`config.mk`:
```
export PLATFORM = sky130hd
export DESIGN_NAME = aarm_cordic_cell
export DESIGN_NICKNAME = d
export VERILOG_FILES = /design/src/aarm_pkg.sv /design/src/aarm_cordic_cell.sv
export SDC_FILE = /design/constraint.sdc
export NUM_CORES = 1
export LEC_CHECK = 0
export BUFFER_PORTS_ARGS = -buffer_cell sky130_fd_sc_hd__buf_2
export CORE_MARGIN = 4
export CORE_UTILIZATION = 54
export DETAILED_ROUTE_END_ITERATION = 10
export GPL_TIMING_DRIVEN = 1
export PLACE_DENSITY = 0.82
export SYNTH_ARGS = -nofsm -noshare
export SYNTH_HDL_FRONTEND = slang
export SYNTH_SLANG_ARGS = --single-unit
```
`constraint.sdc`:
```
create_clock -name clk -period 5.44 [get_ports clk]
set_input_delay 0.544 -clock clk [delete_from_list [all_inputs] [get_ports clk]]
set_output_delay 0.544 -clock clk [all_outputs]
set_load 0.03 [all_outputs]
```
`src/aarm_pkg.sv`:
```
// shared types, constants and the arctangent table of the rotation matrix core
package aarm_pkg;

  localparam int ANG_W  = 18;
  localparam int AXIS_W = 16;
  localparam int ENT_W  = 16;

  // angle in 1/256 degree
  localparam int DEG_FULL    = 92160;
  localparam int DEG_HALF    = 46080;
  localparam int DEG_QUARTER = 23040;

  // pi/180 in q38, gain and one in q30
  localparam logic [32:0] DEG2RAD_Q46 = 33'd4797524517;
  localparam longint      CORDIC_GAIN = 64'sd652032874;
  localparam longint      ONE_Q30     = 64'sd1073741824;

  localparam int ATAN_MAX = 24;

  // cordic datapath word (q30 with headroom)
  localparam int CW = 33;

  typedef struct packed {
    logic signed [CW-1:0]     x;
    logic signed [CW-1:0]     y;
    logic signed [CW-1:0]     z;
    logic                     neg_c;
    logic                     neg_s;
    logic signed [AXIS_W-1:0] ax;
    logic signed [AXIS_W-1:0] ay;
    logic signed [AXIS_W-1:0] az;
  } cell_t;

  typedef struct packed {
    logic signed [ENT_W-1:0] r00;
    logic signed [ENT_W-1:0] r01;
    logic signed [ENT_W-1:0] r02;
    logic signed [ENT_W-1:0] r10;
    logic signed [ENT_W-1:0] r11;
    logic signed [ENT_W-1:0] r12;
    logic signed [ENT_W-1:0] r20;
    logic signed [ENT_W-1:0] r21;
    logic signed [ENT_W-1:0] r22;
  } mat_t;

  // atan(2^-i) in 2^-30 rad, truncated
  function automatic logic [29:0] atan_entry(input int idx);
    logic [29:0] a;
    unique case (idx)
      0:       a = 30'd843314856;
      1:       a = 30'd497837829;
      2:       a = 30'd263043836;
      3:       a = 30'd133525158;
      4:       a = 30'd67021686;
      5:       a = 30'd33543515;
      6:       a = 30'd16775850;
      7:       a = 30'd8388437;
      8:       a = 30'd4194282;
      9:       a = 30'd2097149;
      10:      a = 30'd1048575;
      11:      a = 30'd524287;
      12:      a = 30'd262143;
      13:      a = 30'd131071;
      14:      a = 30'd65535;
      15:      a = 30'd32767;
      16:      a = 30'd16383;
      17:      a = 30'd8191;
      18:      a = 30'd4095;
      19:      a = 30'd2047;
      20:      a = 30'd1023;
      21:      a = 30'd511;
      22:      a = 30'd255;
      23:      a = 30'd127;
      default: a = 30'd0;
    endcase
    return a;
  endfunction

endpackage

```
`src/aarm_cordic_cell.sv`:
```
// one rotation-mode cordic iteration as a registered cell
module aarm_cordic_cell #(
  parameter int STEP = 0
) (
  input  logic            clk,
  input  logic            rst_n,
  input  logic            in_valid,
  output logic            in_ready,
  input  aarm_pkg::cell_t in_data,
  output logic            out_valid,
  input  logic            out_ready,
  output aarm_pkg::cell_t out_data
);

  localparam int CW = aarm_pkg::CW;
  localparam logic signed [CW-1:0] ATAN_I =
    $signed({{(CW-30){1'b0}}, aarm_pkg::atan_entry(STEP)});

  logic            v_r, v_nxt, load;
  aarm_pkg::cell_t d_r, d_nxt;
  logic signed [CW-1:0] dx, dy;

  assign in_ready  = !v_r || out_ready;
  assign load      = in_valid && in_ready;
  assign v_nxt     = load || (v_r && !out_ready);
  assign out_valid = v_r;
  assign out_data  = d_r;

  always_comb begin
    dx = in_data.y >>> STEP;
    dy = in_data.x >>> STEP;
    d_nxt = in_data;
    if (!in_data.z[CW-1]) begin
      d_nxt.x = in_data.x - dx;
      d_nxt.y = in_data.y + dy;
      d_nxt.z = in_data.z - ATAN_I;
    end else begin
      d_nxt.x = in_data.x + dx;
      d_nxt.y = in_data.y - dy;
      d_nxt.z = in_data.z + ATAN_I;
    end
  end

  always_ff @(posedge clk) begin
    if (!rst_n) begin
      v_r <= 1'b0;
    end else begin
      v_r <= v_nxt;
    end
  end

  always_ff @(posedge clk) begin
    if (load) begin
      d_r <= d_nxt;
    end
  end

endmodule

```
==> results.md <==
- Average routed wire per standard cell: 20.5 um
- Via count: 10.4k
- CTS root buf: clkbuf_16
- Multi-input gate area: 0.00626 mm^2
- Syn Inst Count: 1,171
- Post-Place Cells: 1,706
- Worst Path Arrival: 3.93 ns
- Post-synth top flop: edfxtp_1
- Starting Density: 55.5%
- Final setup fails: 0
- Mux share of post-synthesis cell area: 1.27%
- Pre-antenna DRT Iters: 5
- Max-slew violation count: 0
- CTS tree: built
- Largest cells by area after synthesis: edfxtp_1 39%, ha_1 14%, xnor2_1 5.9%, a21oi_1 5.6%, inv_1 3.6%
- Largest net degree at the start of global routing: 94
- Post-CTS Setup Bufs: 0
- Clock sinks: 149
- Nets@finish: 1,736
- EDFF count, synth: 148
- DP Wirelength: 27,800 um
- Endpoint class of the critical path: register
- Peak supply drop: 0.000187 V
- Grt met1 use: 37.4%
- Total congestion overflow: 0
- Simple-gate area share of the yosys netlist: 10.6%
- Area after DPL: 0.0130 mm^2
- Crit path cell chain: buf_2, buf_4, ha_1, a21o_1, a21oi_1, nand2_1, a21oi_1, o211ai_1, a221oi_2, a21oi_1, o41a_1, xor2_1
- Clock Pin Slew Worst Setup and Hold Paths: 0.07 ns
- Die height: 153 um
- CTS Buf Count: 17
- Worst-Skew Late Latency: 0.43 ns
- Power density over the cells: 293 mW/mm^2
- Syn Nets: 1,452
- Register area: 0.00446 mm^2
- Reg2Reg Setup Slack: 3.31 ns
- Share of cells above drive strength 1: 24.8%
- Setup clock skew after layout: 0.00961 ns
- Met2 Track Usage GR: 50.3%
- CP max stage delay: 0.76 ns
- Std-Cell Rows: 52
- Fill count: 1,678
- Max Freq: 266 MHz
- Cell variety after synth: 77
- Pleak: 0.00609 uW
- Crit path top cell by count: a21oi_1
- Tot GR Track Use: 29.3%
- H-tree depth: 4
- Post-synthesis async set-or-reset flop share: 0%
- Min Tclk post-route: 3.75 ns
- Ports: 304
- Outcome: finished clean
- I/O Buffers: 303
- Area delta synth->final: 20.1%
- Die ar.: 0.0234 mm^2
- Cell taking the most area after synthesis: edfxtp_1
- Post-synth top area share: 39.2%
- Synth Area in XOR/XNOR: 6.80%
- Synthesized area per cell: 9.67 um^2
- First-pass GRT wire length: 54,500 um
- Initial antenna violation count: 2
- Routed wire length: 35,700 um
- # resized after CTS: 0
- Clock Path Buffers: 2
- GR Util met3: 5.17%
- Die Wd: 153 um
- Synth Area in Adders: 14.4%
- Design area: 0.0136 mm^2
- Most instantiated cells after synthesis: 148 x edfxtp_1, 126 x a21oi_1, 124 x ha_1, 109 x inv_1, 83 x nor2_1
- Synth Area in Compound Gates: 22.2%
- Startpoint types: primary input
- Vias per cell: 5.96
- #FFs+latches synth: 149
- Max-cap viol count: 0
- 1st-iter DRT viols: 995
- Mapped cell area: 0.0113 mm^2
- Setup TNS: 0 ns
- Seq/Total Area, Yosys: 39.4%
- Hold Fails Final Rpt: 0
- Vias in the first global route: 9,970
- Post-CTS Hold Buffers: 0
- Routed Antenna Nets: 0
- Worst Hold Class: primary input to register
- GR peak layer: met2
- Crit-path max FO: 93
- Core area: 0.0204 mm^2
- Top-count cell post-synth: edfxtp_1
- Setup Crit Path Kind: primary input to register
- Worst-margin pin slew: 1.05 ns
- WP data required: 5.61 ns
- Final Non-Filler Cells: 1,739
- Final Cycle Share: 69.0%
- RSZ-0062 raised after global routing: no
- Gp weighted congestion: 0.945
- Largest family of logic cells by synthesized area: compound AO/OA/AOI/OAI gates
- Slew HR: 30.1%
- Worst path slowest cell: buf_4
- # DRC: 0
- Synthesis Warnings: 0
-- where the power goes --
group | internal (uW) | switching [uW] | total, uW
clock | 606 | 542 | 1150
combinational | 446 | 909 | 1360
sequential | 1440 | 38.5 | 1480
total | 2490 | 1490 | 3980
-- worst paths after layout --
| check | startpoint | endpoint | depth (start not counted) |
|---|---|---|---|
| setup reg to reg | out_valid | out_data[92] | 3 |
| setup / recovery | in_data[82] | out_data[80] | 12 |
| hold reg to reg | out_valid | out_valid | 2 |
| hold / removal | in_data[3] | out_data[3] | 1 |
-- state kept, by name, summed over array words and instances, names as in the netlist --
signal     flops
out_data     148
out_valid      1
-- placed cells by master (no fill, tap or decap), drive strengths merged, types with 14 or more instances in the layout --
master	count
a211oi	16
a21o	30
a21oi	127
buf	307
clkbuf	18
edfxtp	148
ha	124
inv	118
nand2	62
nand3	17
nor2	83
nor3	25
o211ai	14
o21ai	70
o21bai	22
o31ai	18
xnor2	76
-- cell type report --
class | count | share of cell area [%]
clock inverters | 14 | 0.975
diodes | 1 | 0.0184
multi-input cells | 866 | 46.0
repair buffers | 307 | 11.4
inverters | 114 | 3.15
well taps | 270 | 2.48
clock buffers | 18 | 3.15
flip-flops and latches | 149 | 32.8
-- metrics by stage --
| step | setup WS [ns] | hold WS, ns | total power (uW) | utilization, % |
|---|---|---|---|---|
| after floorplan | 0.607 | 0.643 | 2420 | - |
| after global placement | 1.45 | 0.533 | 2810 | 63.8 |
| after detailed placement | 1.33 | 0.552 | 2830 | 63.8 |
| after CTS | 1.75 | 0.275 | 3980 | 66.6 |
| after global routing | 1.36 | 0.269 | 4150 | 66.6 |
| final | 1.69 | 0.287 | 3980 | 66.6 |
-- kinds of logic (layout without fill, tap and decap cells) --
| family | count (synthesis) | in the layout |
|---|---|---|
| buffers and inverters | 156 | 453 |
| flip-flops | 149 | 149 |
| multiplexers | 14 | 14 |
| other | 0 | 1 |
| adder cells (fa/ha/maj) | 128 | 128 |
| AO/OA/AOI/OAI | 381 | 381 |
| AND/OR/NAND/NOR | 255 | 255 |
| XOR/XNOR | 88 | 88 |
-- metal layers --
| metal | vias up | share of wire [%] |
|---|---|---|
| met3 | 71 | 8.2 |
| met4 | 2 | 3.3 |
| met2 | 559 | 49 |
| li1 | 4836 | - |
| met1 | 4888 | 40 |
| met5 | - | 0.036 |
-- worst max-delay path, delay by kind of cell --
family          cells  cell delay (ns)
fa+ha+maj           1             0.43
compound gates      7             1.80
xor+xnor            1             0.17
buf+inv             2             0.86
simple gates        1             0.08
Power figures use the tool's default switching activity.
